===== config.mk =====
export PLATFORM = sky130hd
export DESIGN_NAME = twc_horner_cell
export DESIGN_NICKNAME = d
export VERILOG_FILES = /design/src/hdl/twc_pkg.sv /design/src/hdl/twc_horner_cell.sv
export SDC_FILE = /design/constraint.sdc
export NUM_CORES = 2
export LEC_CHECK = 0
export BUFFER_PORTS_ARGS = -buffer_cell sky130_fd_sc_hd__buf_2
export CORE_UTILIZATION = 50
export CTS_BUF_LIST = sky130_fd_sc_hd__clkbuf_2 sky130_fd_sc_hd__clkbuf_4 sky130_fd_sc_hd__clkbuf_8
export DETAILED_ROUTE_END_ITERATION = 7
export MAX_ROUTING_LAYER = met4
export PLACE_DENSITY_LB_ADDON = 0.2
export SKIP_CTS_REPAIR_TIMING = 1
export SYNTH_ARGS = -nofsm -noshare
export SYNTH_HDL_FRONTEND = slang
export SYNTH_SLANG_ARGS = --single-unit

===== constraint.sdc =====
create_clock -name clk -period 15.8 [get_ports clk]
set_clock_uncertainty 0.05 [all_clocks]
set_input_delay 0 -clock clk [delete_from_list [all_inputs] [get_ports clk]]
set_output_delay 0 -clock clk [all_outputs]
set_load 0.03 [all_outputs]

===== src/hdl/twc_pkg.sv =====
package twc_pkg;

    // Fraction bits of the coefficient and fixed-point internals.
    localparam int COEF_FRAC_BITS = 16;
    localparam int COEF_W         = 17;
    localparam int Q_FRAC         = 30;
    localparam int DIV_STEPS      = 30;
    localparam int HORNER_STEPS   = 6;
    localparam int RECIP_SHIFT    = 32;

    localparam logic [30:0] Q30_ONE     = 31'h4000_0000;
    localparam logic [30:0] HALF_PI_Q30 = 31'd1686629713;
    localparam logic [16:0] ALPHA_ONE   = 17'h1_0000;

    // Register indexes of the configuration port.
    localparam logic [1:0] REG_WINDOW_LENGTH = 2'd0;
    localparam logic [1:0] REG_TAPER_RATIO   = 2'd1;

    // Horner divisors, applied in this order.
    function automatic int horner_div(input int k);
        int d;
        begin
            d = 6;
            unique case (k)
                0: d = 156;
                1: d = 110;
                2: d = 72;
                3: d = 42;
                4: d = 20;
                default: d = 6;
            endcase
            return d;
        end
    endfunction

    // Control that travels alongside each word through the pipeline.
    typedef struct packed {
        logic valid;
        logic idx_valid;
        logic bypass;
    } twc_tag_t;

endpackage


===== src/hdl/twc_horner_cell.sv =====
module twc_horner_cell #(
    parameter int DIVISOR = 6
) (
    input  logic              clk,
    input  logic              rst_n,
    input  logic              en,
    input  twc_pkg::twc_tag_t tag_in,
    input  logic [30:0]       theta_in,
    input  logic [31:0]       t2_in,
    input  logic [30:0]       b_in,
    output twc_pkg::twc_tag_t tag_out,
    output logic [30:0]       theta_out,
    output logic [31:0]       t2_out,
    output logic [30:0]       b_out
);
    import twc_pkg::*;

    localparam logic [39:0] RECIP = 40'((64'd1 << RECIP_SHIFT) / DIVISOR);
    localparam logic [7:0]  KDIV  = 8'(DIVISOR);

    // Three stages: product, reciprocal multiply, correction and subtract.
    twc_tag_t    tag_reg [3];
    logic [30:0] theta_reg [3];
    logic [31:0] t2_reg [3];

    logic [62:0] prod;
    logic [31:0] p1_reg;
    logic [71:0] pm_reg;
    logic [31:0] p2_reg;
    logic [31:0] q0;
    logic [31:0] rem;
    logic [31:0] q;
    logic [30:0] b_reg;
    logic [30:0] b_next;

    assign prod = 63'(t2_in) * 63'(b_in);
    assign q0   = 32'(pm_reg >> RECIP_SHIFT);
    assign rem  = p2_reg - 32'(q0 * 32'(KDIV));
    assign q    = q0 + ((rem >= 32'(KDIV)) ? 32'd1 : 32'd0);

    always_comb
    begin
        if (q >= 32'(Q30_ONE))
        begin
            b_next = '0;
        end
        else
        begin
            b_next = Q30_ONE - q[30:0];
        end
    end

    always_ff @(posedge clk or negedge rst_n)
    begin
        if (!rst_n)
        begin
            tag_reg[0] <= '0;
            tag_reg[1] <= '0;
            tag_reg[2] <= '0;
        end
        else if (en)
        begin
            tag_reg[0] <= tag_in;
            tag_reg[1] <= tag_reg[0];
            tag_reg[2] <= tag_reg[1];
        end
    end

    always_ff @(posedge clk)
    begin
        if (en)
        begin
            theta_reg[0] <= theta_in;
            theta_reg[1] <= theta_reg[0];
            theta_reg[2] <= theta_reg[1];
            t2_reg[0]    <= t2_in;
            t2_reg[1]    <= t2_reg[0];
            t2_reg[2]    <= t2_reg[1];
            p1_reg       <= prod[61:30];
            pm_reg       <= 72'(p1_reg) * 72'(RECIP);
            p2_reg       <= p1_reg;
            b_reg        <= b_next;
        end
    end

    assign tag_out   = tag_reg[2];
    assign theta_out = theta_reg[2];
    assign t2_out    = t2_reg[2];
    assign b_out     = b_reg;
endmodule


==> results.txt <==
The number of flip-flops in the largest register came out at 96. In this run the critical register-to-register path is launched from pm_reg[32]. Once placement finished, the instance area stood at 61300 sq um. The placed wire-length estimate is 121000 um. STA classifies the critical path startpoint as a flop. The count of unresolved DRC violations after routing came out at 0.

The count of nets left with antenna violations once routing finished came out at 0. The core area came out at 118000 sq um. The slowest stage cell on the critical path is sky130_fd_sc_hd__a31oi_4.

The number of setup violations in the final report is 0. The post-synthesis share of cell area spent on and, or, nand and nor gates came out at 10.8%. The placer congestion estimate came out at 0.970.

The post-route fraction of the period consumed by the critical path came out at roughly 60%. In this run, CTS created clock tree buffers numbering 58. In this run, synthesis inferred 313 flip-flops with an integrated enable. For this run, asynchronously set or reset flops after synthesis account for 2.80%. The top cell type's share of synthesized area is 40.3%.

From synthesis to final layout, the design area changed by 6.87%. The worst register-to-register path ends at b_out[24]. The smallest hold slack came out at approximately 0.03 ns.

The dominant combinational cell family by area after synthesis is adder cells. For this block, the via count after detailed routing is between 40000 and 50000. The number of nets in the layout is 8000. Setup total negative slack on the finished layout was measured at 0 ns. Entering global routing, the biggest net connects 79 pins. The post-synthesis instance area came out at between 50000 and 60000 sq um. The startpoint identified for the worst hold timing path is tag_in[0]. The fraction of the mapped netlist area in compound gates came out at 5.00%.

The endpoint of the worst hold-timing path is tag_reg[6]. The count of fill cells added during filler insertion came out at 10600. Ranked by total cell area, the synthesized netlist is headed by sky130_fd_sc_hd__fa_1, sky130_fd_sc_hd__edfxtp_1, sky130_fd_sc_hd__ha_1. In this run the number of H-tree levels came out at 2. The multiplexer fraction of the synthesized cell area is less than 1%. The total length of routed wires came out at 158000 um. Across every metal layer, demand over resource in global routing totals 27.7%. The clock insertion delay at the later pin of the skew report is 0.75 ns. The delay of the slowest critical-path stage came out at around 0.66 ns. The worst hold path passes through 3 cells. In the synthesized netlist the dominant register cell turns out to be sky130_fd_sc_hd__edfxtp_1. The number of max-capacitance violations reported is 0. The first global-routing pass estimated 246000 um of wire. The area of all placed cells without fillers is roughly 64000 sq um.

The number of synthesis warnings is 0. The net count of the mapped netlist is 7893. The number of antenna violations at the first check in global routing came out at 3.

The synthesized area per cell came out at between 10 and 15 sq um. The biggest area contributor in the post-synthesis netlist is sky130_fd_sc_hd__fa_1. Leaving out fill and tap cells, the most frequent cell in the layout is sky130_fd_sc_hd__inv_1. For this design the top-level I/O count stands at 197. Synthesis produced 5944 cells. The cell seen most often among critical-path stages is sky130_fd_sc_hd__ha_1.

The die boundary height is 347 um. After clock tree synthesis, the clock-pin slew on the worst setup and hold paths is 0.07 ns. No sink is reached through more buffers than the 3 on the longest clock path. Setup repair after global routing left no endpoint under its margin. The maximum fanout along the worst path is 28.

The type of element capturing the critical path is a flop. The number of placement rows came out at 126. After the first detailed-routing iteration, the DRC count stood at 2736. The library cells used most frequently in the layout, excluding fill and tap cells, are sky130_fd_sc_hd__inv_1, sky130_fd_sc_hd__fa_1, sky130_fd_sc_hd__nand2_1. The transition time at the pin with the least slew margin came out at 1.02 ns.

Counting cells, the worst reg-to-reg path comes to 32. The width of the die is 347 um. The final number of max-transition violations is 0.

The adder-cell share of the synthesized area is 54.0%. The CTS tree is built. The share of the synthesized netlist area taken by xor and xnor gates is 2.37%. The minimum clock period after layout came out at between 9 and 10 ns. The initial standard-cell utilization of the core came out at 50.4%. Headroom to the max-slew limit came out at 31.7%. The number of library cell types mapped by synthesis is 76.

The number of detailed-routing iterations run before antenna repair is 5. The flow ran to the end, and the final reports show no timing, DRC or antenna violations. The vias per cell came out at 5.37. The ratio of cells with drive above 1 in the final layout came out at 5.67%. The number of global-route vias before repair is 43800. Synthesis inferred 322 register bits.

The worst setup path is of the flop to flop kind. The cell at the root of the clock tree is sky130_fd_sc_hd__clkbuf_8. The number of hold-slack violations in the final timing report is 0.

The worst hold path belongs to the class primary input to flop. The portion of the post-synthesis area used by sequential elements is 16.2%. In this run the tool buffered the top-level ports with 196 buffer cells. At the worst endpoint, the arrival time is 9.70 ns. The maximum achievable frequency is between 0.1 and 0.15 GHz. The required time of the critical path came out at between 15 and 20 ns. The average wire per standard cell is 20.7 um. The total die area came out at 120000 sq um. The remaining global-route overflow came out at 0.

The clock net sink count is 322. The reg-to-reg setup timing slack is ~6.5 ns.
-- worst max-delay path, delay by kind of cell, from the launching register on --
kind	cells	cell delay (ns)
and+or+nand+nor	14	3.52
AOI/OAI and AO/OA	11	2.81
adders and majority gates	5	1.68
xor gates and xnor gates	2	0.50
DFF	1	0.47
-- cells in the mapped netlist (7+ instances only) --
master	instances
sky130_fd_sc_hd__nor3_1	37
sky130_fd_sc_hd__o21bai_1	16
sky130_fd_sc_hd__xnor2_1	98
sky130_fd_sc_hd__and4_1	9
sky130_fd_sc_hd__mux2_2	11
sky130_fd_sc_hd__nand3_1	51
sky130_fd_sc_hd__a211oi_1	18
sky130_fd_sc_hd__nor2_1	111
sky130_fd_sc_hd__clkbuf_1	204
sky130_fd_sc_hd__o21a_1	20
sky130_fd_sc_hd__nor2b_1	16
sky130_fd_sc_hd__nand2b_1	23
sky130_fd_sc_hd__dfrtp_1	9
sky130_fd_sc_hd__and2_1	224
sky130_fd_sc_hd__a21oi_1	134
sky130_fd_sc_hd__nand2_1	861
sky130_fd_sc_hd__mux2i_1	8
sky130_fd_sc_hd__xor2_1	61
sky130_fd_sc_hd__fa_1	1197
sky130_fd_sc_hd__buf_4	66
sky130_fd_sc_hd__ha_1	652
sky130_fd_sc_hd__nand4_1	36
sky130_fd_sc_hd__a31oi_1	15
sky130_fd_sc_hd__and3_1	25
sky130_fd_sc_hd__o21ai_0	74
sky130_fd_sc_hd__a21o_1	84
sky130_fd_sc_hd__inv_1	1446
sky130_fd_sc_hd__a31o_2	7
sky130_fd_sc_hd__edfxtp_1	313
-- cell families (layout without fill, tap and decap cells) --
kind of cell | after synthesis | in the layout
adder cells (fa/ha/maj) | 1849 | 1849
buffers and inverters | 1721 | 1874
AND/OR/NAND/NOR | 1424 | 1424
AO/OA/AOI/OAI | 449 | 449
flip-flops | 322 | 322
XOR/XNOR | 160 | 160
multiplexers | 19 | 19
other | 0 | 2
-- how the worst max path moves through the flow --
stage	from	cells after the start	slack [ns]	end
floorplan	pm_reg[33]	35	7.89	b_out[28]
global placement	pm_reg[32]	32	6.69	b_out[3]
detailed placement	pm_reg[32]	33	6.49	b_out[24]
CTS	pm_reg[32]	32	6.46	b_out[24]
global route	pm_reg[33]	32	5.73	b_out[17]
finish	pm_reg[32]	32	6.47	b_out[24]
-- routing by layer --
metal / track usage [%] / vias up / routed length (um)
li1: - / 18300 / -
met3: 4.97 / 325 / 11300
met2: 44.6 / 1408 / 75400
met4: 9.02 / 0 / 5540
met1: 35.5 / 21000 / 65700
met5: - / - / 0
-- per-stage QoR --
step	worst slack (ns)	utilization (%)	cells
after floorplan	7.89	-	5944
after global placement	6.69	52.0	7425
after detailed placement	6.49	52.0	7425
after CTS	6.46	53.0	7531
after global routing	5.73	53.9	7634
final	6.47	53.9	7635
-- layout make-up --
| cell class | instances | area (sq um) | area share (%) |
|---|---|---|---|
| clock inverters | 41 | 400 | 0.630 |
| flip-flops and latches | 322 | 9620 | 15.1 |
| clock buffers | 65 | 851 | 1.34 |
| multi-input cells | 3901 | 43100 | 67.9 |
| repair buffers | 322 | 2190 | 3.45 |
| inverters | 1446 | 5430 | 8.54 |
| well taps | 1536 | 1920 | 3.02 |
| diodes | 2 | 5.00 | 0.00788 |
Power is not shown: default switching activity piles up to over one toggle a cycle in this logic, so the estimate is an artifact.
