[src/hdl/twc_pkg.sv]
package twc_pkg;

    // Fraction bits of the coefficient and fixed-point internals.
    localparam int COEF_FRAC_BITS = 16;
    localparam int COEF_W         = 17;
    localparam int Q_FRAC         = 30;
    localparam int DIV_STEPS      = 30;
    localparam int HORNER_STEPS   = 6;
    localparam int RECIP_SHIFT    = 32;

    localparam logic [30:0] Q30_ONE     = 31'h4000_0000;
    localparam logic [30:0] HALF_PI_Q30 = 31'd1686629713;
    localparam logic [16:0] ALPHA_ONE   = 17'h1_0000;

    // Register indexes of the configuration port.
    localparam logic [1:0] REG_WINDOW_LENGTH = 2'd0;
    localparam logic [1:0] REG_TAPER_RATIO   = 2'd1;

    // Horner divisors, applied in this order.
    function automatic int horner_div(input int k);
        int d;
        begin
            d = 6;
            unique case (k)
                0: d = 156;
                1: d = 110;
                2: d = 72;
                3: d = 42;
                4: d = 20;
                default: d = 6;
            endcase
            return d;
        end
    endfunction

    // Control that travels alongside each word through the pipeline.
    typedef struct packed {
        logic valid;
        logic idx_valid;
        logic bypass;
    } twc_tag_t;

endpackage

[src/hdl/twc_div_cell.sv]
module twc_div_cell (
    input  logic              clk,
    input  logic              rst_n,
    input  logic              en,
    input  twc_pkg::twc_tag_t tag_in,
    input  logic [29:0]       rem_in,
    input  logic [29:0]       den_in,
    input  logic [29:0]       quo_in,
    output twc_pkg::twc_tag_t tag_out,
    output logic [29:0]       rem_out,
    output logic [29:0]       den_out,
    output logic [29:0]       quo_out
);
    import twc_pkg::*;

    // One restoring step: double the partial remainder and try the divisor.
    logic [30:0] shifted;
    logic        fits;
    logic [30:0] diff;

    twc_tag_t    tag_reg;
    logic [29:0] rem_reg;
    logic [29:0] den_reg;
    logic [29:0] quo_reg;

    assign shifted = {rem_in, 1'b0};
    assign fits    = shifted >= {1'b0, den_in};
    assign diff    = shifted - {1'b0, den_in};

    always_ff @(posedge clk or negedge rst_n)
    begin
        if (!rst_n)
        begin
            tag_reg <= '0;
        end
        else if (en)
        begin
            tag_reg <= tag_in;
        end
    end

    always_ff @(posedge clk)
    begin
        if (en)
        begin
            rem_reg <= fits ? diff[29:0] : shifted[29:0];
            den_reg <= den_in;
            quo_reg <= {quo_in[28:0], fits};
        end
    end

    assign tag_out = tag_reg;
    assign rem_out = rem_reg;
    assign den_out = den_reg;
    assign quo_out = quo_reg;
endmodule

[config.mk]
export PLATFORM = sky130hd
export DESIGN_NAME = twc_div_cell
export DESIGN_NICKNAME = d
export VERILOG_FILES = /design/src/hdl/twc_pkg.sv /design/src/hdl/twc_div_cell.sv
export SDC_FILE = /design/constraint.sdc
export NUM_CORES = 1
export LEC_CHECK = 0
export BUFFER_PORTS_ARGS = -buffer_cell sky130_fd_sc_hd__buf_2
export CAP_MARGIN = 20
export CORE_ASPECT_RATIO = 1.75
export CORE_MARGIN = 2
export CORE_UTILIZATION = 45
export CTS_CLUSTER_SIZE = 24
export DETAILED_ROUTE_END_ITERATION = 10
export GPL_TIMING_DRIVEN = 1
export PLACE_DENSITY_LB_ADDON = 0.12
export REMOVE_ABC_BUFFERS = 1
export SKIP_CTS_REPAIR_TIMING = 1
export SYNTH_ARGS = -nofsm -noshare
export SYNTH_HDL_FRONTEND = slang
export SYNTH_SLANG_ARGS = --single-unit
[constraint.sdc]
create_clock -name clk -period 1.8 [get_ports clk]
set_clock_uncertainty 0.1 [all_clocks]
set_input_delay 0.09 -clock clk [delete_from_list [all_inputs] [get_ports clk]]
set_output_delay 0.09 -clock clk [all_outputs]
set_load 0.01 [all_outputs]
==> flow_metrics.tcl, run 1 <==
set metrics [dict create \
    final_area_mm2 0.009163 \
    yosys-top-cells-area "edfxtp_1 54%, ha_1 7.5%, nand2_1 3.5%" \
    die_h_um 143.3 \
    synth_edf_count 90 \
    nNetsFinal 962 \
    slew_viol_final 0 \
    syn_inst 432 \
    ys_ff_latch 93 \
    leakage_nw 4.071 \
    cp-start-kind "input port" \
    grt.overflow.total 0 \
    yosysTopAreaCell "edfxtp_1" \
    cp.required_ns 1.80 \
    synthArstFlopShare 0.03226 \
    final_cells 971 \
    cts.reportedPaths.clkPinSlew_ns 0.07 \
    hold_ws_ns -0.005257 \
    worstSetupPathType "in2reg" \
    synth_ff_type "edfxtp_1" \
    worstSkewPairLatency_ns 0.34 \
    grt_antenna_before_repair 0 \
    cp_max_fo 3 \
    cts_tree "done" \
    mostFrequentLayoutCells "175 x buf_2, 127 x buf_4, 90 x edfxtp_1" \
    grtUsageTotal 0.2319 \
    avgSynthCellArea_um2 11.54 \
    fin_crit_ns 2.313 \
    rows 50 \
    die_x_um 83.58 \
    cts-root-buf "clkbuf_16" \
    crit_arrival_ns 2.31 \
    peakVddDrop_mv 0.9925 \
    cap_violations 0 \
    status "complete, but fails checks" \
    initial_core_util 0.4635 \
    ys_seq_area_frac 0.5569 \
    wirelength_mm 18.28 \
    placeableCoreArea_mm2 0.01076 \
    first_iter_violations 278 \
    firstDrtPassIters 4 \
    h-tree-depth 3 \
    synth_warnings 0 \
    violations "negative hold slack, negative setup slack" \
    cts_sinks 93 \
    drive_gt1_frac 0.5583 \
    synth_top_area_frac 0.5419 \
    via_count 5105 \
    fin_crit_sh 1.285 \
    drt-vias-per-instance 5.257 \
    synth_cell_types 56 \
    syn_to_final_growth_pct 83.72 \
    die-area_mm2 0.01197 \
    drc 0 \
    max_freq_ghz 0.4323 \
    cts_buffer_depth 2 \
    dp.cells 855 \
    hold_viol 2 \
    placed_area_mm2 0.006939 \
    ios 189 \
    gp_congestion 0.8763 \
    layout_commonest_cell "buf_2" \
    antenna_left 0 \
    setup_violations 31 \
    io_buffers 187 \
    wl_per_cell_um 18.82 \
    rsz0062_at_grt "yes" \
    syn-cell-area_mm2 0.004987 \
    cp-end-kind "flop" \
    powerDensity_mw_per_mm2 801.3 \
    cts-buffers-inserted 9 \
    grt_max_degree 37 \
    maxSlewHeadroom 0.6714 \
    fin_ws_ns -0.5134 \
    max_slew.worst_pin.slew_ns 0.4877 \
    hpwl_mm 11.29 \
    grt_pass1_wl_mm 21.98 \
    grt_pass1_vias 4670 \
    hp-class "in2reg" \
]
## final timing paths
path | from | to | slack, ns | cells past startpoint
min reg2reg | tag_out[1]$_DFFE_PN0P_ | tag_out[1]$_DFFE_PN0P_ | 0.44 | 1
min | rem_in[19] | rem_out[20]$_DFFE_PP_ | -0.005 | 3
max in group asynchronous | rst_n | tag_out[0]$_DFFE_PN0P_ | 0.91 | 3
max | den_in[0] | rem_out[24]$_DFFE_PP_ | -0.51 | 11
min in group asynchronous | rst_n | tag_out[1]$_DFFE_PN0P_ | 0.54 | 3
max reg2reg | tag_out[0]$_DFFE_PN0P_ | tag_out[0]$_DFFE_PN0P_ | 0.92 | 1
## synthesized netlist by cell type, drive strengths merged (5+ instances only)
| cell | n |
|---|---|
| edfxtp | 90 |
| nand2 | 46 |
| o21ai | 41 |
| inv | 38 |
| a21oi | 30 |
| ha | 30 |
| nor2 | 18 |
| xnor2 | 18 |
| a21o | 16 |
| nand3 | 10 |
| clkbuf | 9 |
| xor2 | 9 |
| buf | 8 |
| mux2 | 6 |
| nor3 | 6 |
| a211oi | 5 |
| and3 | 5 |
## power by group
group	switching (mW)	total, mW	leakage (nW)	internal [mW]
logic	1.15	2.36	2.99	1.22
registers	0.0692	2.72	0.915	2.65
clock network	0.881	2.26	0.165	1.37
## routing by layer
layer / share of wire / vias up / global-route usage
met5: 0 / - / 0
met4: 0.020 / 0 / 0.07810
met3: 0.043 / 29 / 0.04740
met2: 0.59 / 181 / 0.4606
met1: 0.35 / 2499 / 0.2360
li1: - / 2396 / -
## layout make-up
class / instances / area [um2]
Multi-Input combinational cell: 284 / 2668
Tap cell: 130 / 162.7
Clock buffer: 10 / 229.0
Fill cell: 576 / 1598
Timing Repair Buffer: 409 / 3045
Inverter: 38 / 160.2
Sequential cell: 93 / 2778
Antenna cell: 1 / 2.502
Clock inverter: 6 / 117.6
## cell families after synthesis
group,Yosys count,synth area share
compound gates,119,0.1553
xor+xnor,27,0.04742
fa+ha+maj,31,0.07928
buf+inv,55,0.05118
flops,93,0.5569
mux,6,0.01580
simple gates,101,0.09408
## registers in the layout (all words and copies together), names as in the netlist
signal,cells
rem_out,30
den_out,30
quo_out,30
tag_out,3
## critical path, stage by stage
cell     delay [ns]
buf_8          0.07
inv_4          0.03
fa_2           0.38
a21o_1         0.18
a221o_1        0.38
a211o_1        0.39
nand3_2        0.13
a31oi_4        0.12
o21ai_2        0.19
xnor2_1        0.08
mux2_4         0.25
## per-stage QoR
stage	setup WS (ns)	utilization	setup TNS [ns]	power, mW
6_report	-0.5134	0.8515	-9.839	7.342
5_1_grt	-0.5949	0.8513	-11.80	7.593
4_1_cts	-0.6431	0.6771	-11.78	6.675
3_5_place_dp	-0.9828	0.6449	-22.90	4.468
3_3_place_gp	-0.8845	0.6449	-21.37	4.426
2_1_floorplan	-1.066	-	-26.70	3.567
(Power assumes the default switching activity.)
==> inputs of run 2 (changes only) <==
--- a/config.mk
+++ b/config.mk
@@ -16,6 +16,7 @@
 export PLACE_DENSITY_LB_ADDON = 0.12
 export REMOVE_ABC_BUFFERS = 1
 export SKIP_CTS_REPAIR_TIMING = 1
+export SKIP_LAST_GASP = 1
 export SYNTH_ARGS = -nofsm -noshare
 export SYNTH_HDL_FRONTEND = slang
 export SYNTH_SLANG_ARGS = --single-unit
==> flow_metrics.tcl, run 2 (synthesis results as in run 1) <==
set metrics [dict create \
    status "complete, but fails checks" \
    violations "negative setup slack" \
    die-area_mm2 0.01197 \
    cp-start-kind "input port" \
    first_iter_violations 327 \
    grtUsageTotal 0.2319 \
    placeableCoreArea_mm2 0.01076 \
    final_area_mm2 0.009138 \
    hp-class "in2reg" \
    io_buffers 187 \
    reg2reg_from "tag_out[0]$_DFFE_PN0P_" \
    fin_ws_ns -0.5158 \
    max_freq_ghz 0.4318 \
    startpoint "den_in[0]" \
    initial_core_util 0.4635 \
    mostFrequentLayoutCells "175 x buf_2, 127 x buf_4, 90 x edfxtp_1" \
    grt.overflow.total 0 \
    crit_arrival_ns 2.31 \
    drc 0 \
    sw_frac_of_total 0.2854 \
    cp-end-kind "flop" \
    wl_per_cell_um 19.31 \
    grt_antenna_before_repair 0 \
    worstSetupPathType "in2reg" \
    via_count 5212 \
    antenna_left 0 \
    rr_worst_depth 1 \
    rows 50 \
    peakVddDrop_mv 1.063 \
    p_int_mw 5.242 \
    fin_crit_sh 1.287 \
    grt_pass1_wl_mm 21.98 \
    hold_path_startpoint "rem_in[19]" \
    hpwl_mm 11.29 \
    h-tree-depth 3 \
    grt_pass1_vias 4670 \
    die_h_um 143.3 \
    cp_max_fo 3 \
    placed_area_mm2 0.006939 \
    worstSkewPairLatency_ns 0.34 \
    final_core_util 0.8492 \
    syn_to_final_growth_pct 83.22 \
    cp.required_ns 1.79 \
    max_slew.worst_pin.slew_ns 0.5394 \
    nNetsFinal 961 \
    whs_path_depth 3 \
    clock_power_share 0.305 \
    maxSlewHeadroom 0.6366 \
    ios 189 \
    setup-tns-final_ns -10.84 \
    cts_buffer_depth 2 \
    gp_congestion 0.8763 \
    drt-vias-per-instance 5.373 \
    cap_violations 0 \
    layout_commonest_cell "buf_2" \
    firstDrtPassIters 5 \
    total_power_mw 7.336 \
    grt_max_degree 37 \
    drive_gt1_frac 0.5554 \
    cts_tree "done" \
    cts-root-buf "clkbuf_16" \
    hold_ws_ns 0.001229 \
    die_x_um 83.58 \
    slew_viol_final 0 \
    setup_violations 31 \
    p_switching_mw 2.094 \
    fin_crit_ns 2.316 \
    leakage_nw 4.067 \
    hold_viol 0 \
    wirelength_mm 18.73 \
    nFillCells 579 \
    rsz0062_at_grt "yes" \
    cts_sinks 93 \
    powerDensity_mw_per_mm2 802.9 \
    combPwrFrac 0.323 \
    cts-buffers-inserted 9 \
    cts.reportedPaths.clkPinSlew_ns 0.07 \
    pwr-share-seq 0.371 \
]
==> run 2: changes by cell type in the layout (fill, tap and decap cells not counted) <==
| cell | delta |
|---|---|
| dlygate4sd3_1 | -1 |
| ha_1 | +1 |
| ha_2 | -1 |
| inv_2 | +1 |
| inv_4 | -1 |
| nor4_1 | +1 |
| nor4_2 | -1 |
| o21ai_1 | +1 |
| o21ai_2 | -1 |
==> run 2: power by group through the flow <==
stage	clock, mW	combinational (mW)	sequential (mW)
after floorplan	0	0.681	2.89
after global placement	0	1.67	2.75
after detailed placement	0	1.71	2.76
after CTS	2.24	1.72	2.71
after global routing	2.34	2.51	2.74
final	2.24	2.37	2.72
==> run 2: layout make-up <==
class,instances,area (um2),area share
antenna,1,2.502,0.0002739
timing repair buffer,408,3035,0.3322
clock buffer,10,229.0,0.02506
inverter,38,157.7,0.01725
multi-input combinational,284,2655,0.2906
tap,130,162.7,0.01780
sequential,93,2778,0.3040
clock inverter,6,117.6,0.01287
==> run 2: worst max-delay path, cell delays in order <==
cell	delay, ns
buf_8	0.07
inv_4	0.03
fa_2	0.38
a21o_1	0.18
a221o_1	0.38
a211o_1	0.39
nand3_2	0.13
a31oi_4	0.12
o21ai_2	0.19
xnor2_1	0.08
mux2_4	0.25
==> run 2: worst paths after layout <==
kind | to | slack (ns)
min in group asynchronous | tag_out[1]$_DFFE_PN0P_ | 0.54
worst min register to register | tag_out[1]$_DFFE_PN0P_ | 0.44
max in group asynchronous | tag_out[0]$_DFFE_PN0P_ | 0.90
worst max-delay path | rem_out[24]$_DFFE_PP_ | -0.52
worst min-delay path | rem_out[20]$_DFFE_PP_ | 0.001
worst max register to register | tag_out[0]$_DFFE_PN0P_ | 0.93
==> run 2: metal layers <==
layer | vias to the layer above | share of wire | track usage
met5 | - | 0 | 0
met4 | 0 | 0.020 | 0.07810
met3 | 34 | 0.049 | 0.04740
met2 | 225 | 0.58 | 0.4606
met1 | 2562 | 0.35 | 0.2360
li1 | 2391 | - | -
==> run 2: per-stage QoR <==
step / instances / setup WS (ns)
2_1_floorplan: 415 / -1.066
3_3_place_gp: 855 / -0.8845
3_5_place_dp: 855 / -0.9828
4_1_cts: 871 / -0.6431
5_1_grt: 969 / -0.5966
6_report: 970 / -0.5158
